[src/design/sdtw_pkg.sv]
// shared types and constants for the signed decimal text writer
`timescale 1ns / 1ps
package sdtw_pkg;

   localparam int MAG_W         = 32;
   localparam int BCD_DIGITS    = 10;
   localparam int BCD_W         = 4 * BCD_DIGITS;
   localparam int DIGIT_CNT_W   = $clog2(BCD_DIGITS + 1);
   localparam int STEP_W        = $clog2(MAG_W);
   localparam int DEFAULT_QUEUE_DEPTH = 2;

   localparam logic [7:0] ROW_LINE1 = 8'd1;
   localparam logic [7:0] ROW_LINE2 = 8'd2;
   localparam logic [7:0] ROW_LINE3 = 8'd3;
   localparam logic [7:0] ROW_LINE4 = 8'd4;

   localparam logic [7:0] BASE_LINE1 = 8'h80;
   localparam logic [7:0] BASE_LINE2 = 8'h90;
   localparam logic [7:0] BASE_LINE3 = 8'h88;
   localparam logic [7:0] BASE_LINE4 = 8'h98;

   localparam logic [7:0] CHAR_MINUS = 8'h2d;
   localparam logic [7:0] CHAR_ZERO  = 8'h30;

   typedef struct packed {
      logic [7:0]       addr;
      logic             negative;
      logic [MAG_W-1:0] magnitude;
   } entry_type;

   typedef struct packed {
      logic full;
      logic empty;
   } queue_status_type;

   typedef enum logic [2:0] {
      BACK_IDLE,
      BACK_CONVERT,
      BACK_EMIT_ADDR,
      BACK_EMIT_SIGN,
      BACK_EMIT_DIGITS
   } back_state_type;

endpackage

[src/design/signed_decimal_text_writer.sv]
// top level of the signed decimal text writer
//
//   channel   ports                                 handshake
//   request   req_row, req_column, req_value        start high while busy low
//   response  rsp_is_data, rsp_byte_value, rsp_last rsp_strobe, once per beat
//
// the back end handles one number at a time: one fetch from the queue,
// 32 shift-add-3 steps, then one beat per cycle for address, sign and digits
// the front end keeps taking requests until the queue is full, busy follows it
// synchronous reset empties the queue and returns the sequencer to idle
// the receiver cannot stall, every beat is taken in its cycle
`timescale 1ns / 1ps
module signed_decimal_text_writer #(
   parameter int QUEUE_DEPTH = sdtw_pkg::DEFAULT_QUEUE_DEPTH
) (
   input  logic               clock,
   input  logic               reset,
   input  logic               start,
   output logic               busy,
   input  logic [7:0]         req_row,
   input  logic [7:0]         req_column,
   input  logic signed [31:0] req_value,
   output logic               rsp_strobe,
   output logic               rsp_is_data,
   output logic [7:0]         rsp_byte_value,
   output logic               rsp_last
);
   import sdtw_pkg::*;

   logic             push;
   logic             pop;
   entry_type        push_entry;
   entry_type        head;
   queue_status_type status;

   assign busy = status.full;

   sdtw_front u_front (
      .start      (start),
      .queue_full (status.full),
      .req_row    (req_row),
      .req_column (req_column),
      .req_value  (req_value),
      .push       (push),
      .entry      (push_entry)
   );

   sdtw_queue #(
      .DEPTH (QUEUE_DEPTH)
   ) u_queue (
      .clock      (clock),
      .reset      (reset),
      .push       (push),
      .push_entry (push_entry),
      .pop        (pop),
      .head       (head),
      .status     (status)
   );

   sdtw_back u_back (
      .clock          (clock),
      .reset          (reset),
      .head           (head),
      .status         (status),
      .pop            (pop),
      .rsp_strobe     (rsp_strobe),
      .rsp_is_data    (rsp_is_data),
      .rsp_byte_value (rsp_byte_value),
      .rsp_last       (rsp_last)
   );

endmodule

[src/design/sdtw_front.sv]
// front end: accepts requests and forms cursor address, sign and magnitude
`timescale 1ns / 1ps
module sdtw_front (
   input  logic                      start,
   input  logic                      queue_full,
   input  logic [7:0]                req_row,
   input  logic [7:0]                req_column,
   input  logic signed [31:0]        req_value,
   output logic                      push,
   output sdtw_pkg::entry_type       entry
);
   import sdtw_pkg::*;

   logic [7:0]       base;
   logic [MAG_W-1:0] raw;

   always_comb begin
      case (req_row)
         ROW_LINE1: base = BASE_LINE1;
         ROW_LINE2: base = BASE_LINE2;
         ROW_LINE3: base = BASE_LINE3;
         ROW_LINE4: base = BASE_LINE4;
         default:   base = req_row;
      endcase
   end

   assign raw  = MAG_W'(req_value);
   assign push = start && !queue_full;

   always_comb begin
      entry.addr      = base + req_column;
      entry.negative  = raw[MAG_W-1];
      entry.magnitude = raw[MAG_W-1] ? (~raw + MAG_W'(1)) : raw;
   end

endmodule

[src/design/sdtw_queue.sv]
// short queue of classified requests between front and back
`timescale 1ns / 1ps
module sdtw_queue #(
   parameter int DEPTH = sdtw_pkg::DEFAULT_QUEUE_DEPTH
) (
   input  logic                       clock,
   input  logic                       reset,
   input  logic                       push,
   input  sdtw_pkg::entry_type        push_entry,
   input  logic                       pop,
   output sdtw_pkg::entry_type        head,
   output sdtw_pkg::queue_status_type status
);
   import sdtw_pkg::*;

   localparam int PTR_W = (DEPTH > 1) ? $clog2(DEPTH) : 1;
   localparam int CNT_W = $clog2(DEPTH + 1);

   entry_type        entries_ff [DEPTH];
   logic [PTR_W-1:0] wr_ptr_ff, wr_ptr_in;
   logic [PTR_W-1:0] rd_ptr_ff, rd_ptr_in;
   logic [CNT_W-1:0] count_ff, count_in;
   logic             do_push, do_pop;

   assign status.full  = (count_ff == CNT_W'(DEPTH));
   assign status.empty = (count_ff == '0);
   assign head         = entries_ff[rd_ptr_ff];

   assign do_push = push && !status.full;
   assign do_pop  = pop && !status.empty;

   always_comb begin
      wr_ptr_in = wr_ptr_ff;
      rd_ptr_in = rd_ptr_ff;
      count_in  = count_ff;
      if (do_push) begin
         wr_ptr_in = (wr_ptr_ff == PTR_W'(DEPTH - 1)) ? '0 : wr_ptr_ff + PTR_W'(1);
      end
      if (do_pop) begin
         rd_ptr_in = (rd_ptr_ff == PTR_W'(DEPTH - 1)) ? '0 : rd_ptr_ff + PTR_W'(1);
      end
      if (do_push && !do_pop) begin
         count_in = count_ff + CNT_W'(1);
      end else if (do_pop && !do_push) begin
         count_in = count_ff - CNT_W'(1);
      end
   end

   always_ff @(posedge clock) begin
      if (reset) begin
         wr_ptr_ff <= '0;
         rd_ptr_ff <= '0;
         count_ff  <= '0;
      end else begin
         wr_ptr_ff <= wr_ptr_in;
         rd_ptr_ff <= rd_ptr_in;
         count_ff  <= count_in;
      end
   end

   always_ff @(posedge clock) begin
      if (do_push) begin
         entries_ff[wr_ptr_ff] <= push_entry;
      end
   end

endmodule

[src/design/sdtw_back.sv]
// back end: shift-add-3 conversion and byte sequencer
`timescale 1ns / 1ps
module sdtw_back (
   input  logic                       clock,
   input  logic                       reset,
   input  sdtw_pkg::entry_type        head,
   input  sdtw_pkg::queue_status_type status,
   output logic                       pop,
   output logic                       rsp_strobe,
   output logic                       rsp_is_data,
   output logic [7:0]                 rsp_byte_value,
   output logic                       rsp_last
);
   import sdtw_pkg::*;

   back_state_type         state_ff, state_in;
   logic [7:0]             addr_ff, addr_in;
   logic                   neg_ff, neg_in;
   logic [MAG_W-1:0]       bin_ff, bin_in;
   logic [BCD_W-1:0]       bcd_ff, bcd_in;
   logic [STEP_W-1:0]      step_ff, step_in;
   logic [DIGIT_CNT_W-1:0] left_ff, left_in;
   logic [BCD_W-1:0]       bcd_adj;
   logic [DIGIT_CNT_W-1:0] num_digits;
   logic [DIGIT_CNT_W+1:0] lead_shift;

   function automatic logic [BCD_W-1:0] add3(input logic [BCD_W-1:0] b);
      logic [BCD_W-1:0] r;
      r = b;
      for (int i = 0; i < BCD_DIGITS; i++) begin
         if (b[4*i +: 4] >= 4'd5) begin
            r[4*i +: 4] = b[4*i +: 4] + 4'd3;
         end
      end
      return r;
   endfunction

   function automatic logic [DIGIT_CNT_W-1:0] count_digits(input logic [BCD_W-1:0] b);
      logic [DIGIT_CNT_W-1:0] n;
      n = DIGIT_CNT_W'(1);
      for (int i = 0; i < BCD_DIGITS; i++) begin
         if (b[4*i +: 4] != 4'd0) begin
            n = DIGIT_CNT_W'(i + 1);
         end
      end
      return n;
   endfunction

   assign bcd_adj    = add3(bcd_ff);
   assign num_digits = count_digits(bcd_ff);
   assign lead_shift = {DIGIT_CNT_W'(BCD_DIGITS) - num_digits, 2'b00};

   always_comb begin
      state_in = state_ff;
      case (state_ff)
         BACK_IDLE: begin
            if (!status.empty) state_in = BACK_CONVERT;
         end
         BACK_CONVERT: begin
            if (step_ff == STEP_W'(MAG_W - 1)) state_in = BACK_EMIT_ADDR;
         end
         BACK_EMIT_ADDR: begin
            state_in = neg_ff ? BACK_EMIT_SIGN : BACK_EMIT_DIGITS;
         end
         BACK_EMIT_SIGN: begin
            state_in = BACK_EMIT_DIGITS;
         end
         BACK_EMIT_DIGITS: begin
            if (left_ff == DIGIT_CNT_W'(1)) state_in = BACK_IDLE;
         end
         default: state_in = BACK_IDLE;
      endcase
   end

   always_comb begin
      pop            = 1'b0;
      rsp_strobe     = 1'b0;
      rsp_is_data    = 1'b0;
      rsp_byte_value = '0;
      rsp_last       = 1'b0;
      addr_in        = addr_ff;
      neg_in         = neg_ff;
      bin_in         = bin_ff;
      bcd_in         = bcd_ff;
      step_in        = step_ff;
      left_in        = left_ff;
      case (state_ff)
         BACK_IDLE: begin
            pop     = !status.empty;
            addr_in = head.addr;
            neg_in  = head.negative;
            bin_in  = head.magnitude;
            bcd_in  = '0;
            step_in = '0;
         end
         BACK_CONVERT: begin
            bcd_in  = {bcd_adj[BCD_W-2:0], bin_ff[MAG_W-1]};
            bin_in  = {bin_ff[MAG_W-2:0], 1'b0};
            step_in = step_ff + STEP_W'(1);
         end
         BACK_EMIT_ADDR: begin
            rsp_strobe     = 1'b1;
            rsp_byte_value = addr_ff;
            left_in        = num_digits;
            bcd_in         = bcd_ff << lead_shift;
         end
         BACK_EMIT_SIGN: begin
            rsp_strobe     = 1'b1;
            rsp_is_data    = 1'b1;
            rsp_byte_value = CHAR_MINUS;
         end
         BACK_EMIT_DIGITS: begin
            rsp_strobe     = 1'b1;
            rsp_is_data    = 1'b1;
            rsp_byte_value = CHAR_ZERO | {4'b0000, bcd_ff[BCD_W-1 -: 4]};
            rsp_last       = (left_ff == DIGIT_CNT_W'(1));
            bcd_in         = {bcd_ff[BCD_W-5:0], 4'b0000};
            left_in        = left_ff - DIGIT_CNT_W'(1);
         end
         default: begin
         end
      endcase
   end

   always_ff @(posedge clock) begin
      if (reset) begin
         state_ff <= BACK_IDLE;
      end else begin
         state_ff <= state_in;
      end
   end

   always_ff @(posedge clock) begin
      addr_ff <= addr_in;
      neg_ff  <= neg_in;
      bin_ff  <= bin_in;
      bcd_ff  <= bcd_in;
      step_ff <= step_in;
      left_ff <= left_in;
   end

endmodule

[config.mk]
export PLATFORM = sky130hd
export DESIGN_NAME = signed_decimal_text_writer
export DESIGN_NICKNAME = d
export VERILOG_FILES = /design/src/design/sdtw_pkg.sv /design/src/design/signed_decimal_text_writer.sv /design/src/design/sdtw_front.sv /design/src/design/sdtw_queue.sv /design/src/design/sdtw_back.sv
export SDC_FILE = /design/constraint.sdc
export NUM_CORES = 1
export LEC_CHECK = 0
export ABC_AREA = 1
export BUFFER_PORTS_ARGS = -buffer_cell sky130_fd_sc_hd__buf_4
export CAP_MARGIN = 15
export CORE_MARGIN = 2
export CORE_UTILIZATION = 56
export CTS_CLUSTER_DIAMETER = 200
export DETAILED_ROUTE_END_ITERATION = 6
export GPL_TIMING_DRIVEN = 0
export HOLD_SLACK_MARGIN = 0.05
export PLACE_DENSITY = 0.77
export SYNTH_ARGS = -nofsm -noshare
export SYNTH_HDL_FRONTEND = slang
export SYNTH_SLANG_ARGS = --single-unit
export TNS_END_PERCENT = 1
[constraint.sdc]
create_clock -name clock -period 3.8 [get_ports clock]
set_clock_uncertainty 0.1 [all_clocks]
set_input_delay 0.57 -clock clock [delete_from_list [all_inputs] [get_ports clock]]
set_output_delay 0.57 -clock clock [all_outputs]
set_load 0.02 [all_outputs]
==> impl_metrics.sql <==
INSERT INTO impl_metrics (metric_group, metric, value, unit) VALUES
('run_status', 'run_status', 'finished clean', ''),
('detailed_routing', 'drt_iter0_markers', '997', ''),
('detailed_routing', 'remaining_drc_errors', '0', ''),
('setup_path', 'startpoint_type_of_the_worst_setup_path', 'register', ''),
('setup_path', 'critical_path.startpoint', 'u_back.bcd_ff[17]', ''),
('global_routing', 'grt_start_max_net_pins', '33', ''),
('synth', 'synth_seq_area_share', '0.495', ''),
('detailed_routing', 'vias', '9241', ''),
('synth', 'synth_enable_flop_cells', '172', ''),
('timing', 'final-hold-violation-count', '0', ''),
('synth', 'synth-main-ff-cell', 'edfxtp_1', ''),
('detailed_routing', 'maxUsedRoutingLayer', 'met4', ''),
('cells_and_area', 'layoutNonFillerInstCount', '1585', ''),
('cells_and_area', 'postLayoutCellArea', '0.0123', 'sq mm'),
('setup_path', 'worst-path-buf-inv', '4', ''),
('setup_path', 'cp_data_arrival_time', '3.83', 'ns'),
('setup_path', 'cell_type_with_the_highest_occurrence_count_on_the_critical_path', 'nand2_1', ''),
('floorplan', 'initial_utilization', '0.574', ''),
('worst_hold_path', 'hold_path.startpoint', 'req_value[0]', ''),
('cells_and_area', 'layout.cells.most_common', 'nand2_1', ''),
('synth', 'synth.net_count', '1342', ''),
('timing', 'slew_headroom', '0.395', ''),
('synth', 'synth-simple-area-share', '0.204', ''),
('cells_and_area', 'drive_gt1_frac', '0.113', ''),
('clocking', 'tritoncts.num_buffers', '17', ''),
('setup_path', 'crit_path_max_incr_delay', '0.51', 'ns'),
('cells_and_area', 'areaGrowthSynthToFinish', '14.1', '%'),
('place', 'numPortBuffers', '62', ''),
('setup_path', 'crit_family', 'buffers and inverters', ''),
('clocking', 'cts_sinks', '180', ''),
('setup_path', 'timing.critical_path.fanout_max', '10', ''),
('synth', 'synth_adder_area_share', '0.0460', ''),
('timing', 'min_period_over_period', '0.987', ''),
('clocking', 'clk_latency', '0.45', 'ns'),
('power', 'peakVddDrop', '0.643', 'mV'),
('synth', 'post_synth_mux_area_share', '0.0105', ''),
('detailed_routing', 'dr_wl_met3', '1980', 'um'),
('cells_and_area', 'n_antenna_cell', '0', ''),
('detailed_routing', 'wl_met2', '14100', 'um'),
('setup_path', 'timing_worst_setup_path_type', 'reg -> reg', ''),
('place', 'place_area', '0.0116', 'sq mm'),
('detailed_routing', 'drt-met1-wl', '12500', 'um'),
('synth', 'asyncSetResetFlopFracSynth', '0', ''),
('synth', 'synth.cell_area', '0.0108', 'sq mm'),
('global_routing', 'grt_use_total', '0.302', ''),
('clocking', 'cts.clk_slew.worst_paths', '0.08', 'ns'),
('floorplan', 'floorplan.die.height', '143', 'um'),
('detailed_routing', 'drt-vias-per-instance', '5.83', ''),
('timing', 'achievable-frequency', '267', 'MHz'),
('clocking', 'cts_root_buffer', 'clkbuf_16', ''),
('setup_path', 'cp-end-kind', 'register', ''),
('run', 'max_cap_violations', '0', ''),
('synth', 'synth_seq_cells', '180', ''),
('timing', 'period_minus_slack', '3.75', 'ns'),
('floorplan', 'design.core.area', '0.0188', 'sq mm'),
('setup_path', 'path_cells', 'inv_1 > ha_1 > nand2_1 > nor2_1 > and2_1 > o31ai_1 > nand2_1 > a21oi_2 > inv_1 > ha_1 > clkbuf_1 > clkbuf_1 > a31oi_1 > nand2_1 > nand3_1', ''),
('power', 'static-leakage-power', '5.15', 'nW'),
('cells_and_area', 'final_net_count', '1428', ''),
('global_routing', 'grt_pass1_wl', '46800', 'um'),
('timing', 'slew_viol_final', '0', ''),
('synth', 'yosysWarningCount', '0', ''),
('clocking', 'cts_tree', 'done', ''),
('global_routing', 'grt_overflow_total', '0', ''),
('synth', 'synth_compound_gate_area_share', '0.130', ''),
('place', 'cell_count_post_placement', '1552', ''),
('timing', 'setup-tns-final', '0', 'ns'),
('global_routing', 'via_count_of_the_first_global_routing_pass', '8985', ''),
('floorplan', 'design.die.area', '0.0204', 'sq mm'),
('setup_path', 'reg2reg_from', 'u_back.bcd_ff[17]', ''),
('detailed_routing', 'drt-total-wl', '29600', 'um'),
('synth', 'synth_top_family_by_area', 'simple AND/OR/NAND/NOR gates', '');
## kinds of logic after synthesis
| logic type | Yosys count |
|---|---|
| AO/OA/AOI/OAI | 260 |
| XOR/XNOR | 45 |
| adder cells (fa/ha/maj) | 39 |
| buffers and inverters | 215 |
| flip-flops | 180 |
| multiplexers | 10 |
| AND/OR/NAND/NOR | 503 |
## stage by stage
stage          power [W]  worst slack, ns  utilization
3_3_place_gp     0.00861           -0.949        0.614
3_5_place_dp     0.00873           -0.395        0.620
5_1_grt           0.0114          -0.0204        0.654
6_report          0.0107           0.0512        0.654
4_1_cts           0.0105           0.0218        0.653
2_1_floorplan    0.00691            0.451            -
## registers in the layout, indices dropped and copies added (netlist names), named ones only
signal              cells
u_back.step_ff          5
u_back.bcd_ff          40
u_back.state_ff         3
u_queue.count_ff        2
u_queue.rd_ptr_ff       1
u_queue.wr_ptr_ff       1
u_queue.entries_ff     82
u_back.neg_ff           1
u_back.left_ff          4
u_back.addr_ff          8
u_back.bin_ff          32
## area by class of cell
cell class / instances / area, sq um
Buffer: 53 / 229
Inverter: 162 / 611
Clock buffer: 17 / 425
Tap cell: 234 / 293
Sequential cell: 180 / 5330
Timing Repair Buffer: 67 / 553
Clock inverter: 15 / 183
Fill cell: 1552 / 6490
Multi-Input combinational cell: 857 / 4660
## repair_timing
action / in CTS / in global routing
hold buffers: 0 / 0
resized for setup: 5 / 10
setup endpoints to repair: 36 / 37
pin swaps: 0 / 1
setup buffers: 0 / 1
## synthesized netlist by cell type (3+ instances only)
cell type / number / area share
nand2_4: 3 / 0.0031
nor3_1: 11 / 0.0051
a31oi_1: 5 / 0.0029
nand3b_1: 4 / 0.0028
buf_1: 3 / 0.0010
xnor2_1: 8 / 0.0065
inv_2: 6 / 0.0021
mux2_2: 10 / 0.010
inv_1: 155 / 0.054
o21ai_0: 152 / 0.071
dfxtp_1: 8 / 0.015
o31ai_1: 3 / 0.0021
nand2_1: 240 / 0.084
or2_2: 5 / 0.0029
clkbuf_1: 42 / 0.015
xor2_1: 36 / 0.029
a22oi_1: 6 / 0.0042
edfxtp_1: 172 / 0.48
a21oi_1: 69 / 0.032
buf_2: 5 / 0.0023
nand2_2: 3 / 0.0017
nor2_1: 81 / 0.028
ha_1: 38 / 0.044
o21bai_1: 4 / 0.0028
o211ai_1: 8 / 0.0056
nand3_1: 147 / 0.068
## power by group
group | internal [W] | switching, W | leakage (nW)
Clock | 0.000891 | 0.000879 | 0.291
Combinational | 0.00161 | 0.00392 | 3.05
Sequential | 0.00306 | 0.000385 | 1.80
## final timing paths
path              slack, ns                  endpoint  cells past startpoint
setup reg to reg       0.05         u_back.bcd_ff[10]                     15
setup / recovery       0.05         u_back.bcd_ff[10]                     15
hold reg to reg        0.38         u_queue.rd_ptr_ff                      2
hold / removal         0.22  u_queue.entries_ff[0][0]                      1
## routing by layer
layer	up-vias	track usage
li1	4431	-
met1	4307	0.406
met2	424	0.495
met3	79	0.0436
met4	0	0.127
met5	-	0
Power figures use the tool's default switching activity.
